### src/rtl/gct_pkg.sv
// gct_pkg: types, codes and frame constants of the general-command master.
// No dependencies; used by gct_core, gct_out and general_command_transaction.
`timescale 1ns / 1ps

package gct_pkg;

  localparam int MAX_TRIES_DEF  = 3;
  localparam int FRAME_LEN      = 16;
  localparam int FRAME_IDX_W    = $clog2(FRAME_LEN);
  localparam int ELAPSED_W      = 17;
  localparam int LIMIT_W        = 16;
  localparam int STEP_W         = 10;
  localparam int CFG_DATA_W     = 16;
  localparam int CFG_INDEX_W    = 1;

  localparam logic [LIMIT_W-1:0]   TIMEOUT_LIMIT_RST = 16'd1000;
  localparam logic [STEP_W-1:0]    TICK_STEP_RST     = 10'd10;
  localparam logic [ELAPSED_W-1:0] ELAPSED_MAX       = '1;

  // configuration register indexes
  localparam logic [CFG_INDEX_W-1:0] REG_TIMEOUT_LIMIT = 1'd0;
  localparam logic [CFG_INDEX_W-1:0] REG_TICK_STEP     = 1'd1;

  // operation codes
  localparam logic [1:0] OP_SEND = 2'd0;
  localparam logic [1:0] OP_TICK = 2'd1;
  localparam logic [1:0] OP_RESP = 2'd2;

  // cause of transmission codes
  localparam logic [7:0] CAUSE_NAK    = 8'd21;
  localparam logic [7:0] CAUSE_ACK    = 8'd20;
  localparam logic [7:0] CAUSE_REMOTE = 8'd12;

  // frame bytes
  localparam logic [7:0] FR_START   = 8'h68;
  localparam logic [7:0] FR_LEN     = 8'd10;
  localparam logic [7:0] FR_CTRL    = 8'h53;
  localparam logic [7:0] FR_TYPE_ID = 8'd20;
  localparam logic [7:0] FR_VSQ     = 8'h81;
  localparam logic [7:0] FR_COT     = 8'd20;
  localparam logic [7:0] FR_END     = 8'h16;

  typedef enum logic [1:0] {
    MODE_IDLE   = 2'd0,
    MODE_WAIT   = 2'd1,
    MODE_REPEAT = 2'd2
  } mode_t;

  typedef enum logic [2:0] {
    ERR_NONE     = 3'd0,
    ERR_TIMEOUT  = 3'd1,
    ERR_NAK      = 3'd2,
    ERR_VALUE    = 3'd3,
    ERR_IDENT    = 3'd4
  } err_t;

  typedef struct packed {
    logic [1:0] operation;
    logic       is_repeat;
    logic [7:0] station_address;
    logic [7:0] function_type;
    logic [7:0] information_number;
    logic [7:0] command_value;
    logic [7:0] resp_cause;
    logic [7:0] resp_function_type;
    logic [7:0] resp_information_number;
    logic [7:0] resp_value;
    logic [7:0] resp_return_info;
  } in_t;

  typedef struct packed {
    logic [7:0] frame_byte;
    logic       is_frame;
    logic       last;
    logic [1:0] mode;
    logic       ready_res;
    logic [2:0] error_code;
    logic       resend_request;
    logic [7:0] remote_value;
    logic       awaiting_response;
  } out_t;

  typedef struct packed {
    mode_t      mode;
    logic       ready;
    err_t       error;
    logic       resend;
    logic [7:0] remote;
    logic       waiting;
  } status_t;

  typedef struct packed {
    logic       fcb;
    logic [7:0] addr;
    logic [7:0] ftype;
    logic [7:0] inum;
    logic [7:0] value;
    logic [7:0] rid;
    logic [7:0] sum;
  } frame_info_t;

  // what one accepted word hands to the output stage
  typedef struct packed {
    logic        is_send;
    status_t     status;
    frame_info_t frame;
  } load_t;

  function automatic logic [7:0] ctrl_byte(input logic fcb);
    ctrl_byte = FR_CTRL | {2'b00, fcb, 5'b00000};
  endfunction

  function automatic logic [7:0] frame_byte_at(input logic [FRAME_IDX_W-1:0] idx,
                                               input frame_info_t fi);
    logic [7:0] b;
    case (idx)
      4'd0, 4'd3: b = FR_START;
      4'd1, 4'd2: b = FR_LEN;
      4'd4:       b = ctrl_byte(fi.fcb);
      4'd5, 4'd9: b = fi.addr;
      4'd6:       b = FR_TYPE_ID;
      4'd7:       b = FR_VSQ;
      4'd8:       b = FR_COT;
      4'd10:      b = fi.ftype;
      4'd11:      b = fi.inum;
      4'd12:      b = fi.value;
      4'd13:      b = fi.rid;
      4'd14:      b = fi.sum;
      4'd15:      b = FR_END;
      default:    b = FR_END;
    endcase
    frame_byte_at = b;
  endfunction

endpackage

### src/rtl/gct_core.sv
// gct_core: transaction state and its next-state logic, updated once per accepted word.
// Depends on gct_pkg.
`timescale 1ns / 1ps

module gct_core
  import gct_pkg::*;
#(
  parameter int MAX_TRIES = MAX_TRIES_DEF
) (
  input  logic               clk,
  input  logic               rst,
  input  logic [LIMIT_W-1:0] timeout_limit,
  input  logic [STEP_W-1:0]  tick_step,
  input  logic               accept,
  input  in_t                in_word,
  output load_t              load_word
);

  localparam int TRIES_W = $clog2(MAX_TRIES + 1);

  logic                 frame_count_bit, frame_count_bit_next;
  logic [7:0]           return_identifier, return_identifier_next;
  mode_t                mode_reg, mode_reg_next;
  logic [ELAPSED_W-1:0] elapsed, elapsed_next;
  logic [TRIES_W-1:0]   tries, tries_next;
  logic [7:0]           saved_function_type, saved_function_type_next;
  logic [7:0]           saved_information_number, saved_information_number_next;
  logic [7:0]           saved_value, saved_value_next;
  logic                 ready_flag, ready_flag_next;
  err_t                 error_reg, error_reg_next;
  logic                 waiting_flag, waiting_flag_next;
  logic                 resend_flag, resend_flag_next;
  logic [7:0]           remote_reg, remote_reg_next;

  logic [TRIES_W:0]     tries_inc;
  logic                 tries_over;
  logic [ELAPSED_W:0]   acc_sum;
  logic [ELAPSED_W-1:0] acc;
  logic                 resp_match;
  err_t                 ack_err;

  assign tries_inc  = {1'b0, tries} + (TRIES_W+1)'(1);
  assign tries_over = tries_inc > (TRIES_W+1)'(MAX_TRIES);
  assign acc_sum    = {1'b0, elapsed} + (ELAPSED_W+1)'(tick_step);
  assign resp_match = (in_word.resp_function_type == saved_function_type) &&
                      (in_word.resp_information_number == saved_information_number);

  always_comb begin
    if (mode_reg == MODE_IDLE) begin
      acc = '0;
    end else if (acc_sum[ELAPSED_W]) begin
      acc = ELAPSED_MAX;
    end else begin
      acc = acc_sum[ELAPSED_W-1:0];
    end
  end

  always_comb begin
    if (return_identifier != in_word.resp_return_info) begin
      ack_err = ERR_IDENT;
    end else if (saved_value != in_word.resp_value) begin
      ack_err = ERR_VALUE;
    end else begin
      ack_err = ERR_NONE;
    end
  end

  always_comb begin
    frame_count_bit_next          = frame_count_bit;
    return_identifier_next        = return_identifier;
    mode_reg_next                 = mode_reg;
    elapsed_next                  = elapsed;
    tries_next                    = tries;
    saved_function_type_next      = saved_function_type;
    saved_information_number_next = saved_information_number;
    saved_value_next              = saved_value;
    ready_flag_next               = ready_flag;
    error_reg_next                = error_reg;
    waiting_flag_next             = waiting_flag;
    resend_flag_next              = resend_flag;
    remote_reg_next               = remote_reg;
    case (in_word.operation)
      OP_SEND: begin
        if (!in_word.is_repeat) begin
          frame_count_bit_next   = ~frame_count_bit;
          return_identifier_next = return_identifier + 8'd1;
        end
        saved_function_type_next      = in_word.function_type;
        saved_information_number_next = in_word.information_number;
        saved_value_next              = in_word.command_value;
        resend_flag_next              = 1'b0;
        waiting_flag_next             = 1'b1;
        ready_flag_next               = 1'b0;
        error_reg_next                = ERR_NONE;
        mode_reg_next                 = MODE_WAIT;
      end
      OP_TICK: begin
        elapsed_next = acc;
        if (acc > ELAPSED_W'(timeout_limit)) begin
          elapsed_next = '0;
          if (tries_over) begin
            tries_next     = '0;
            error_reg_next = ERR_TIMEOUT;
            mode_reg_next  = MODE_IDLE;
          end else begin
            tries_next       = tries_inc[TRIES_W-1:0];
            resend_flag_next = 1'b1;
            mode_reg_next    = MODE_REPEAT;
          end
        end
      end
      OP_RESP: begin
        if (resp_match) begin
          waiting_flag_next = 1'b0;
          case (in_word.resp_cause)
            CAUSE_NAK: begin
              mode_reg_next   = MODE_IDLE;
              error_reg_next  = ERR_NAK;
              ready_flag_next = 1'b1;
              tries_next      = '0;
            end
            CAUSE_ACK: begin
              elapsed_next = '0;
              if (ack_err == ERR_NONE) begin
                error_reg_next  = ERR_NONE;
                mode_reg_next   = MODE_IDLE;
                tries_next      = '0;
                ready_flag_next = 1'b1;
              end else if (tries_over) begin
                tries_next      = '0;
                error_reg_next  = ack_err;
                mode_reg_next   = MODE_IDLE;
                ready_flag_next = 1'b1;
              end else begin
                tries_next       = tries_inc[TRIES_W-1:0];
                resend_flag_next = 1'b1;
                mode_reg_next    = MODE_REPEAT;
              end
            end
            CAUSE_REMOTE: begin
              remote_reg_next = in_word.resp_value;
              error_reg_next  = ERR_NONE;
              mode_reg_next   = MODE_IDLE;
              elapsed_next    = '0;
              tries_next      = '0;
              ready_flag_next = 1'b1;
            end
            default: begin
            end
          endcase
        end
      end
      default: begin
      end
    endcase
  end

  always_ff @(posedge clk) begin
    if (rst) begin
      frame_count_bit          <= 1'b0;
      return_identifier        <= '0;
      mode_reg                 <= MODE_IDLE;
      elapsed                  <= '0;
      tries                    <= '0;
      saved_function_type      <= '0;
      saved_information_number <= '0;
      saved_value              <= '0;
      ready_flag               <= 1'b0;
      error_reg                <= ERR_NONE;
      waiting_flag             <= 1'b0;
      resend_flag              <= 1'b0;
      remote_reg               <= '0;
    end else if (accept) begin
      frame_count_bit          <= frame_count_bit_next;
      return_identifier        <= return_identifier_next;
      mode_reg                 <= mode_reg_next;
      elapsed                  <= elapsed_next;
      tries                    <= tries_next;
      saved_function_type      <= saved_function_type_next;
      saved_information_number <= saved_information_number_next;
      saved_value              <= saved_value_next;
      ready_flag               <= ready_flag_next;
      error_reg                <= error_reg_next;
      waiting_flag             <= waiting_flag_next;
      resend_flag              <= resend_flag_next;
      remote_reg               <= remote_reg_next;
    end
  end

  // status after this word, plus the frame built from the updated counters
  always_comb begin
    load_word.is_send        = (in_word.operation == OP_SEND);
    load_word.status.mode    = mode_reg_next;
    load_word.status.ready   = ready_flag_next;
    load_word.status.error   = error_reg_next;
    load_word.status.resend  = resend_flag_next;
    load_word.status.remote  = remote_reg_next;
    load_word.status.waiting = waiting_flag_next;
    load_word.frame.fcb      = frame_count_bit_next;
    load_word.frame.addr     = in_word.station_address;
    load_word.frame.ftype    = in_word.function_type;
    load_word.frame.inum     = in_word.information_number;
    load_word.frame.value    = in_word.command_value;
    load_word.frame.rid      = return_identifier_next;
    load_word.frame.sum      = ctrl_byte(frame_count_bit_next) + in_word.station_address
                               + FR_TYPE_ID + FR_VSQ + FR_COT + in_word.station_address
                               + in_word.function_type + in_word.information_number
                               + in_word.command_value + return_identifier_next;
  end

`ifndef SYNTHESIS
  a_tries_bound: assert property (@(posedge clk) disable iff (rst)
    32'(tries) <= MAX_TRIES)
    else $error("try count beyond limit");

  a_send_state: assert property (@(posedge clk) disable iff (rst)
    accept && in_word.operation == OP_SEND |=>
      mode_reg == MODE_WAIT && error_reg == ERR_NONE && waiting_flag && !ready_flag)
    else $error("send did not arm the transaction");

  a_resp_nomatch: assert property (@(posedge clk) disable iff (rst)
    accept && in_word.operation == OP_RESP && !resp_match |=>
      $stable(mode_reg) && $stable(error_reg) && $stable(tries) && $stable(waiting_flag))
    else $error("unmatched response changed state");
`endif

endmodule

### src/rtl/gct_out.sv
// gct_out: output register and frame sequencer, one result word per cycle while out_ready is high.
// Depends on gct_pkg.
`timescale 1ns / 1ps

module gct_out
  import gct_pkg::*;
(
  input  logic  clk,
  input  logic  rst,
  input  logic  load,
  input  load_t load_word,
  output logic  free,
  output logic  out_valid,
  input  logic  out_ready,
  output out_t  out_word
);

  load_t                  held;
  logic [FRAME_IDX_W-1:0] idx;
  logic                   last;

  assign last = !held.is_send || (idx == FRAME_IDX_W'(FRAME_LEN - 1));
  assign free = !out_valid || (out_ready && last);

  always_ff @(posedge clk) begin
    if (rst) begin
      out_valid <= 1'b0;
      idx       <= '0;
    end else if (load) begin
      out_valid <= 1'b1;
      idx       <= '0;
    end else if (out_valid && out_ready) begin
      if (last) begin
        out_valid <= 1'b0;
        idx       <= '0;
      end else begin
        idx <= idx + FRAME_IDX_W'(1);
      end
    end
  end

  always_ff @(posedge clk) begin
    if (load) begin
      held <= load_word;
    end
  end

  always_comb begin
    out_word.frame_byte        = held.is_send ? frame_byte_at(idx, held.frame) : 8'd0;
    out_word.is_frame          = held.is_send;
    out_word.last              = last;
    out_word.mode              = held.status.mode;
    out_word.ready_res         = held.status.ready;
    out_word.error_code        = held.status.error;
    out_word.resend_request    = held.status.resend;
    out_word.remote_value      = held.status.remote;
    out_word.awaiting_response = held.status.waiting;
  end

`ifndef SYNTHESIS
  a_no_load_mid_frame: assert property (@(posedge clk) disable iff (rst)
    out_valid && !last |-> !free)
    else $error("new word taken in the middle of a frame");

  a_idx_step: assert property (@(posedge clk) disable iff (rst)
    out_valid && out_ready && !last |=> idx == $past(idx) + FRAME_IDX_W'(1))
    else $error("frame index did not advance");

  a_drain: assert property (@(posedge clk) disable iff (rst)
    out_valid && out_ready && last && !load |=> !out_valid)
    else $error("output still valid after final word");
`endif

endmodule

### src/rtl/general_command_transaction.sv
// general_command_transaction: top level of the general-command master.
// Depends on gct_pkg, gct_core and gct_out.
`timescale 1ns / 1ps
//
// Usage
//   Input channel in_valid/in_ready/in_word carries one command word: a send,
//   a time tick or a received response. Output channel out_valid/out_ready/
//   out_word carries result words; the last one of each input has last set.
//   A send gives 16 result words (the long frame, one byte per word), a tick,
//   a response or an unused code gives one status word.
//   The first result word is valid the cycle after acceptance.
//   Tick and response words go at one per cycle while out_ready is high; a send
//   holds the input until its last frame byte is taken. A new word is
//   taken in the same cycle as the final result word of the previous one.
//   A stalled receiver (out_ready low) holds the current result word and, once
//   its last word is pending, the input too.
//   cfg_wen/cfg_index/cfg_data write timeout_limit (0) or tick_step (1), by cfg_index;
//   write only while no result is pending.
//   Reset (rst, synchronous) clears the transaction state, empties the output
//   and restores timeout_limit 1000 and tick_step 10.

module general_command_transaction
  import gct_pkg::*;
#(
  parameter int MAX_TRIES = MAX_TRIES_DEF
) (
  input  logic                   clk,
  input  logic                   rst,
  input  logic                   in_valid,
  output logic                   in_ready,
  input  in_t                    in_word,
  output logic                   out_valid,
  input  logic                   out_ready,
  output out_t                   out_word,
  input  logic                   cfg_wen,
  input  logic [CFG_INDEX_W-1:0] cfg_index,
  input  logic [CFG_DATA_W-1:0]  cfg_data
);

  logic [LIMIT_W-1:0] timeout_limit;
  logic [STEP_W-1:0]  tick_step;
  logic               accept;
  load_t              load_word;

  always_ff @(posedge clk) begin
    if (rst) begin
      timeout_limit <= TIMEOUT_LIMIT_RST;
      tick_step     <= TICK_STEP_RST;
    end else if (cfg_wen) begin
      case (cfg_index)
        REG_TIMEOUT_LIMIT: timeout_limit <= cfg_data[LIMIT_W-1:0];
        REG_TICK_STEP:     tick_step     <= cfg_data[STEP_W-1:0];
        default: begin
        end
      endcase
    end
  end

  assign accept = in_valid && in_ready;

  gct_core #(
    .MAX_TRIES(MAX_TRIES)
  ) u_core (
    .clk          (clk),
    .rst          (rst),
    .timeout_limit(timeout_limit),
    .tick_step    (tick_step),
    .accept       (accept),
    .in_word      (in_word),
    .load_word    (load_word)
  );

  gct_out u_out (
    .clk      (clk),
    .rst      (rst),
    .load     (accept),
    .load_word(load_word),
    .free     (in_ready),
    .out_valid(out_valid),
    .out_ready(out_ready),
    .out_word (out_word)
  );

endmodule

### config.mk
export PLATFORM = sky130hd
export DESIGN_NAME = general_command_transaction
export DESIGN_NICKNAME = d
export VERILOG_FILES = /design/src/rtl/gct_pkg.sv /design/src/rtl/gct_core.sv /design/src/rtl/gct_out.sv /design/src/rtl/general_command_transaction.sv
export SDC_FILE = /design/constraint.sdc
export NUM_CORES = 1
export LEC_CHECK = 0
export ABC_CLOCK_PERIOD_IN_PS = 12700
export BUFFER_PORTS_ARGS = -buffer_cell sky130_fd_sc_hd__buf_2
export CORE_ASPECT_RATIO = 2
export CORE_MARGIN = 2
export CORE_UTILIZATION = 55
export CTS_CLUSTER_SIZE = 25
export DETAILED_ROUTE_END_ITERATION = 8
export PLACE_DENSITY_LB_ADDON = 0.25
export SLEW_MARGIN = 10
export SYNTH_ARGS = -nofsm -noshare
export SYNTH_HDL_FRONTEND = slang
export SYNTH_SLANG_ARGS = --single-unit
### constraint.sdc
create_clock -name clk -period 12.7 [get_ports clk]
set_input_delay 1.27 -clock clk [delete_from_list [all_inputs] [get_ports clk]]
set_output_delay 1.27 -clock clk [all_outputs]
set_load 0.05 [all_outputs]
### Word-level counts from Yosys, hierarchy flattened

Index checks and enable logic that the tools add are counted.

| storage, ports and cells | value |
|---|---|
| output and inout port bits | 28 |
| flip-flop bits (word level) | 165 |
| input bits | 97 |

| operators by class | value |
|---|---|
| $add $sub $neg | 13 |
| bitwise operators | 2 |
| $lt $le $gt $ge | 2 |
| reductions and logical operators | 28 |
| multiplexer cells | 53 |
| eq/ne operators | 28 |

Operators by type and width:

| kind | number |
|---|---|
| one-hot mux 8 bit (12 select lines) | 1 |
| 2-to-1 mux 17 bit | 5 |
| 2-to-1 mux 8 bit | 6 |
| adder 8 bit | 5 |
| one-hot mux 17 bit (2 select lines) | 1 |
| equality test 4 bit, second input constant | 8 |
| adder 17 x 10 -> 18 bit | 1 |
| 2-to-1 mux 2 bit | 9 |
| 2-to-1 mux 3 bit | 6 |
| one-hot mux 3 bit (3 select lines) | 2 |
| greater-than comparator 17 x 16 -> 1 bit | 1 |
| adder 8 x 5 -> 8 bit, second input constant | 2 |
| equality test 4 x 3 -> 1 bit, second input constant | 4 |
| equality test 8 x 5 -> 1 bit, second input constant | 2 |
| equality test 8 bit | 2 |
| != test 8 bit | 2 |
| 2-to-1 mux 1 bit | 14 |
| OR reduction 2 bit | 7 |
| one-hot mux 2 bit (2 select lines) | 3 |
| adder 7 x 8 -> 8 bit | 1 |
| adder 8 x 1 -> 8 bit, second input constant | 1 |
| adder 8 bit, second input constant | 1 |
| equality test 4 x 2 -> 1 bit, second input constant | 2 |
| equality test 8 x 4 -> 1 bit, second input constant | 1 |
| 24 further kinds | 39 |

### Logic depth before layout (Yosys ltp)

Gate-level depths: netlist (run 1).

| depth | value |
|---|---|
| depth in word-level cells | 12 |
| depth in mapped cells | 19 |
| gate-level depth less buffers | 18 |

### By module

A second synthesis (run 1) with hierarchy kept.

| second synthesis, totals | value |
|---|---|
| cell total of the unflattened synthesis | 1019 |
| area, all modules | 9914.5 um^2 |

By module, submodules not included:

| module | cells each | times used | sequential area each (um^2) | area each (um^2) |
|---|---|---|---|---|
| gct_core | 688 | 1 | 1361.3 | 5688.0 |
| gct_out | 219 | 1 | 2082.0 | 3075.4 |
| general_command_transaction | 112 | 1 | 520.5 | 1151.1 |

### Worst setup path before layout (run 1)

No wires, ideal clock.

| timing | value |
|---|---|
| path kind | input to register |
| from | input port in_word[73] (netlist bit) |
| to | register u_out.held[7] (netlist bit), data pin |
| setup time | 0.261 ns |
| setup slack | 7.041 ns |
| buffers on the path | 1 |
| data required time | 12.439 ns |
| cell stages on the path | 19 |
| arrival time | 5.398 ns |
| cell sequence | inv_1 ha_1 nor2b_1 clkbuf_1 nand4_1 nor2_1 xor2_1 fa_1 inv_1 fa_1 inv_1 fa_1 fa_1 ha_1 a21o_1 a21oi_1 xnor2_1 xnor2_1 xnor2_1 |

RTL lines:

| element | RTL line | RTL |
|---|---|---|
| start: declaration | general_command_transaction.sv:31 | `input in_t in_word,` |
| end signal: assignment | gct_out.sv:44 | `held <= load_word;` |
| end: declaration | gct_out.sv:18 | `load_t held;` |

==> impl_metrics.tcl, run 1 <==
set metrics [dict create \
    status "completed" \
    finalHoldViolCount 0 \
    worst_slack_ps 6860 \
    max_slew_margin_pct 26.7 \
    critical_path.max_stage_delay_ps 560 \
    seq_area_frac_synth_pct 42.3 \
    fin_crit_ps 5840 \
    grt_pass1_vias 7853 \
    final_layout_size_suffix_gt1_share_pct 17.1 \
    worst-path-max-fanout 5 \
    cts.htree.levels 4 \
    numCtsBuffers 17 \
    synth.distinct_cells 69 \
    yosys_register_bits 165 \
    first_pass_iters 5 \
    avgSynthCellArea_sq_um 9.31 \
    crit_family "adder cells" \
    die-area_sq_um 18100 \
    ir_drop_mv 0.0884 \
    ff_latch_area_sq_um 3960 \
    power_frac_clock_pct 38.5 \
    portBuffers 124 \
    rsz0062_at_grt "false" \
    yosysTopAreaCell "dfxtp_1" \
    swShare_pct 28.8 \
    cts_resized 0 \
    syn_nets 1176 \
    dpl_cell_area_sq_um 10000 \
    track_usage_pct 28.5 \
    max_flop_register "u_out.held" \
    ys_top_cells_by_area "dfxtp_1 (21%), edfxtp_1 (21%), ha_1 (7.0%)" \
    dp_slack_ps 6430 \
    syn_area_sq_um 9360 \
    multi_input_area_sq_um 4850 \
    ctsHoldBuffers 0 \
    design_area_sq_um 10600 \
    antenna_found_initial 0 \
    p_sw_w 0.000386 \
    dieHeight_um 189 \
    crit_required_ps 12880 \
    yosysTopAreaCellShare_pct 21.2 \
    fill_cells 1440 \
    p_leak_nw 4.39 \
    drt-total-wl_um 25100 \
    worst_path_most_repeated_cell "fa_1" \
    maxCapViolations 0 \
    max_freq_mhz 171 \
    ys_warn_count 0 \
    power_density_nw_per_um2 127 \
    fin_tns_setup_ps 0 \
    worstSetupPathType "primary input to flop" \
    power.total_w 0.00134 \
    tightest_slew_ps 1100 \
    ys_async_sr_fraction_pct 0 \
    nNetsFinal 1267 \
    path_clk_slew_ps 70 \
    end_kind "flop" \
    synth_cells 1006 \
    startpoint_type "primary input" \
    cp_slowest_cell "fa_1" \
    diodes 0 \
    drc 0 \
    antenna_left 0 \
    drv_slew 0 \
    share_comb_of_total_power_pct 16.3 \
    num_rows 67 \
    finalWeightedCongestion 0.946 \
    grt_pass1_wl_um 38900 \
    vias 7826 \
    hold_class "flop to flop" \
    first_iter_violations 377 \
    hpwl_um 18800 \
    grt_max_degree 91 \
    vias_per_cell 5.94 \
    cts_tree "built" \
    clk_latency_ps 440 \
    fin_skew_ps 10.9 \
    core-area_sq_um 16700 \
    fin_crit_sh_pct 46.0 \
    p_int_w 0.000956 \
    syn2layout_area_growth_pct 13.2 \
    r2r_slack_ps 7690 \
    crit_chain "buf_2 > inv_1 > ha_1 > nor2b_1 > nand4_1 > nor2_1 > xor2_1 > fa_1 > inv_1 > fa_1 > inv_1 > fa_1 > fa_1 > ha_1 > a21o_1 > a21oi_1 > xnor2_1 > xnor2_1 > xnor2_1" \
    largest_register_ffs 49 \
    synth_edf_count 66 \
    p_seq_share_pct 45.2 \
    post_cts_buffers 0 \
    root_buffer "clkbuf_16" \
    start_util_pct 56.1 \
    finalSetupViolCount 0 \
    cts_buffer_depth 2 \
    crit_buf_inv 4 \
    grt_overflow_total 0 \
    die_w_um 96.3 \
    drt-wirelength-per-cell_um 19.1 \
    worstPathArrival_ps 6010 \
    utilization_pct 63.5 \
    ios 125 \
    synthFlopType "dfxtp_1" \
    clkSinkCount 165 \
]
-- synthesized netlist by cell type (all sizes together) (8+ instances only) --
| library cell | number |
|---|---|
| nand2 | 141 |
| nand3 | 18 |
| nand4 | 12 |
| inv | 69 |
| mux2 | 12 |
| a22oi | 10 |
| xor2 | 30 |
| dfxtp | 99 |
| fa | 21 |
| a21oi | 84 |
| xnor2 | 37 |
| clkbuf | 36 |
| a31oi | 15 |
| o21ai | 38 |
| nor4 | 8 |
| a21o | 9 |
| a211oi | 10 |
| buf | 23 |
| and2 | 13 |
| nor3 | 16 |
| edfxtp | 66 |
| ha | 52 |
| nor2 | 73 |
| a22o | 12 |
-- final cells by class --
type | count | area share [%]
well taps | 207 | 2.45
repair buffers | 131 | 6.35
clock inverters | 15 | 1.54
inverters | 69 | 2.46
flip-flops and latches | 165 | 37.4
clock buffers | 17 | 4.02
multi-input cells | 713 | 45.8
-- stage by stage --
step	instances	hold slack [ps]
after floorplan	1006	429
after global placement	1285	444
after detailed placement	1285	448
after CTS	1317	457
after global routing	1317	479
final	1317	455
-- placed cells by master (no fill, tap or decap), drive strengths merged, types with 13 or more instances in the layout --
cell type	count
a21oi	84
a31oi	15
and2	13
buf	131
clkbuf	17
dfxtp	99
edfxtp	66
fa	21
ha	52
inv	77
nand2	141
nand3	18
nor2	73
nor3	16
o21ai	38
xnor2	37
xor2	30
-- power by group through the flow --
stage	clock network (W)	logic (W)	registers, W
6_report	0.000516	0.000219	0.000607
5_1_grt	0.000541	0.000242	0.000609
4_1_cts	0.000520	0.000220	0.000606
3_5_place_dp	0	0.000220	0.000618
3_3_place_gp	0	0.000213	0.000618
2_1_floorplan	0	0.000157	0.000613
-- worst register-to-register path, delay by kind of cell (launching register included) --
family | cells | cell delay (ps)
compound gates | 8 | 2510
simple gates | 5 | 940
fa+ha+maj | 2 | 580
flops | 1 | 440
mux | 1 | 300
-- per-layer routing --
layer	global-route usage, %	share of wire (%)	up-vias
met4	20.7	7.3	0
met5	0	0	-
met3	3.92	4.3	99
met1	29.4	35	3718
li1	-	-	3709
met2	50.3	54	300
-- kinds of logic (layout without fill, tap and decap cells) --
group	Yosys count	count (layout)	share of synthesized area, %
and+or+nand+nor	323	323	16.0
AOI/OAI and AO/OA	233	233	16.1
DFF	165	165	42.3
buffers and inverters	128	232	5.91
adders and majority gates	74	74	11.5
xor gates and xnor gates	67	67	6.27
muxes	16	16	1.87
-- worst paths after layout --
check	from	end	cells past startpoint
setup / recovery	in_word[73]	u_out.held[7]	19
setup reg to reg	tick_step[1]	u_out.out_word[10]	16
hold reg to reg	timeout_limit[2]	timeout_limit[2]	2
hold / removal	timeout_limit[2]	timeout_limit[2]	2
(Power assumes the default switching activity.)
==> inputs of run 2 (changes only) <==
--- a/config.mk
+++ b/config.mk
@@ -5,11 +5,11 @@
 export SDC_FILE = /design/constraint.sdc
 export NUM_CORES = 1
 export LEC_CHECK = 0
-export ABC_CLOCK_PERIOD_IN_PS = 12700
+export ABC_CLOCK_PERIOD_IN_PS = 5300
 export BUFFER_PORTS_ARGS = -buffer_cell sky130_fd_sc_hd__buf_2
 export CORE_ASPECT_RATIO = 2
 export CORE_MARGIN = 2
-export CORE_UTILIZATION = 55
+export CORE_UTILIZATION = 53
 export CTS_CLUSTER_SIZE = 25
 export DETAILED_ROUTE_END_ITERATION = 8
 export PLACE_DENSITY_LB_ADDON = 0.25
==> constraint.sdc (replaced) <==
create_clock -name clk -period 5.3 [get_ports clk]
set_input_delay 0.53 -clock clk [delete_from_list [all_inputs] [get_ports clk]]
set_output_delay 0.53 -clock clk [all_outputs]
set_load 0.05 [all_outputs]
==> run 2 against run 1 <==
  * Final area increased by 0.56%
  * Global-route usage shrank 1.5 points
  * Via count down 0.65%
  * Combinational power increased by 140%
  * Sequential power is 140% higher
  * Worst setup slack got worse by 6400 ps
  * Clock skew up 0.69 ps
  * First-iteration DRC count shrank 4.0%
  * Clock power grew 140%
  * Sequential cell count unchanged
  * Utilization decreased by 1.8 points
  * Critical endpoint is now u_out.out_word[11]
  * Largest cell class unchanged
  * Highest routed layer unchanged
==> impl_metrics.tcl, run 2 (same netlist as run 1, synthesis figures left out) <==
set metrics [dict create \
    grt_overflow_total 0 \
    multi_input_area_sq_um 4840 \
    root_buffer "clkbuf_16" \
    max_freq_mhz 206 \
    crit_start "tick_step[1]" \
    ff_latch_area_sq_um 3960 \
    tightest_slew_ps 774 \
    first_iter_violations 362 \
    die-area_sq_um 18800 \
    ctsHoldBuffers 0 \
    fin_tns_setup_ps 0 \
    largest_register_ffs 49 \
    clk_latency_ps 440 \
    final_layout_size_suffix_gt1_share_pct 17.7 \
    power.total_w 0.00320 \
    status "completed" \
    cts_resized 0 \
    p_leak_nw 4.43 \
    fin_skew_ps 11.6 \
    rsz0062_at_grt "false" \
    end_kind "flop" \
    num_rows 68 \
    cts_tree "built" \
    cts_buffer_depth 2 \
    grt_pass1_wl_um 39200 \
    post_cts_buffers 0 \
    finalWeightedCongestion 0.943 \
    finalHoldViolCount 0 \
    first_pass_iters 4 \
    startpoint_type "flop" \
    dieHeight_um 192 \
    cp_slowest_cell "dfxtp_1" \
    antenna_found_initial 0 \
    fill_cells 1497 \
    worst-path-max-fanout 11 \
    worstSetupPathType "flop to flop" \
    die_w_um 98.0 \
    nNetsFinal 1277 \
    crit_buf_inv 1 \
    syn2layout_area_growth_pct 13.8 \
    crit_chain "ha_1 > a211oi_1 > o21ai_0 > a31o_2 > a21oi_1 > nor2_1 > mux2_2 > and2_1 > ha_1 > nand3_1 > nor4_1 > o31ai_1 > a31oi_1 > nor4_2 > buf_4 > o311ai_0 > o21ai_0" \
    diodes 0 \
    max_flop_register "u_out.held" \
    cts.htree.levels 4 \
    vias 7775 \
    grt_max_degree 61 \
    finalSetupViolCount 0 \
    vias_per_cell 5.85 \
    critical_path.max_stage_delay_ps 430 \
    power_density_nw_per_um2 300 \
    track_usage_pct 27.0 \
    ios 125 \
    antenna_left 0 \
    holdCritStartpoint "in_word[71]" \
    hold_class "primary input to flop" \
    final_common_cell "nand2_1" \
    numCtsBuffers 17 \
    worstPathArrival_ps 5020 \
    mostFrequentLayoutCells "nand2_1 (141), buf_2 (124), dfxtp_1 (99)" \
    r2r-start "tick_step[1]" \
    ir_drop_mv 0.234 \
    portBuffers 124 \
    crit_required_ps 5460 \
    path_clk_slew_ps 60 \
    drt-wirelength-per-cell_um 19.0 \
    start_util_pct 54.2 \
    fin_crit_ps 4860 \
    fin_crit_sh_pct 91.7 \
    clkSinkCount 165 \
    hpwl_um 19200 \
    drt-total-wl_um 25300 \
    crit_family "compound AO/OA/AOI/OAI gates" \
    utilization_pct 61.7 \
    grt_pass1_vias 7778 \
    drc 0 \
    max_slew_margin_pct 48.4 \
    core-area_sq_um 17300 \
    drv_slew 0 \
    maxCapViolations 0 \
]
## run 2: worst paths after layout
check | to | depth (start not counted) | slack (ps)
worst min register to register | timeout_limit[4] | 2 | 460
worst min-delay path | u_out.held[47] | 1 | 280
worst max-delay path | u_out.out_word[11] | 17 | 440
worst max register to register | u_out.out_word[11] | 17 | 440
## run 2: area by class of cell
type	instances	share of cell area [%]
clock buffers	19	4.26
clock inverters	13	1.10
inverters	69	2.44
multi-input cells	713	45.5
flip-flops and latches	165	37.2
well taps	210	2.47
repair buffers	141	7.02
## run 2: worst register-to-register path: cells and delay by family (launching register included)
kind | cells | cell delay, ps
compound gates | 8 | 2220
simple gates | 5 | 860
buf+inv | 1 | 200
mux | 1 | 290
fa+ha+maj | 2 | 580
flops | 1 | 430
## run 2: routing by layer
metal	global-route usage, %	up-vias	share of wire, %
met5	0	-	0
met4	16.9	0	5.9
li1	-	3725	-
met1	26.9	3695	34
met3	4.33	85	4.8
met2	51.2	270	56
## run 2: stage by stage
| step | hold slack [ps] | cell area (sq um) | cells | setup WS, ps |
|---|---|---|---|---|
| after global placement | 441 | 10100 | 1298 | 193 |
| after detailed placement | 451 | 10100 | 1298 | 162 |
| after global routing | 271 | 10700 | 1330 | 14.3 |
| final | 277 | 10700 | 1330 | 438 |
| after floorplan | 429 | 9360 | 1006 | 381 |
| after CTS | 271 | 10700 | 1330 | 496 |
## run 2: where the power goes
part	internal (W)	switching (W)
clock	0.000679	0.000537
combinational	0.000208	0.000324
sequential	0.00142	0.0000327
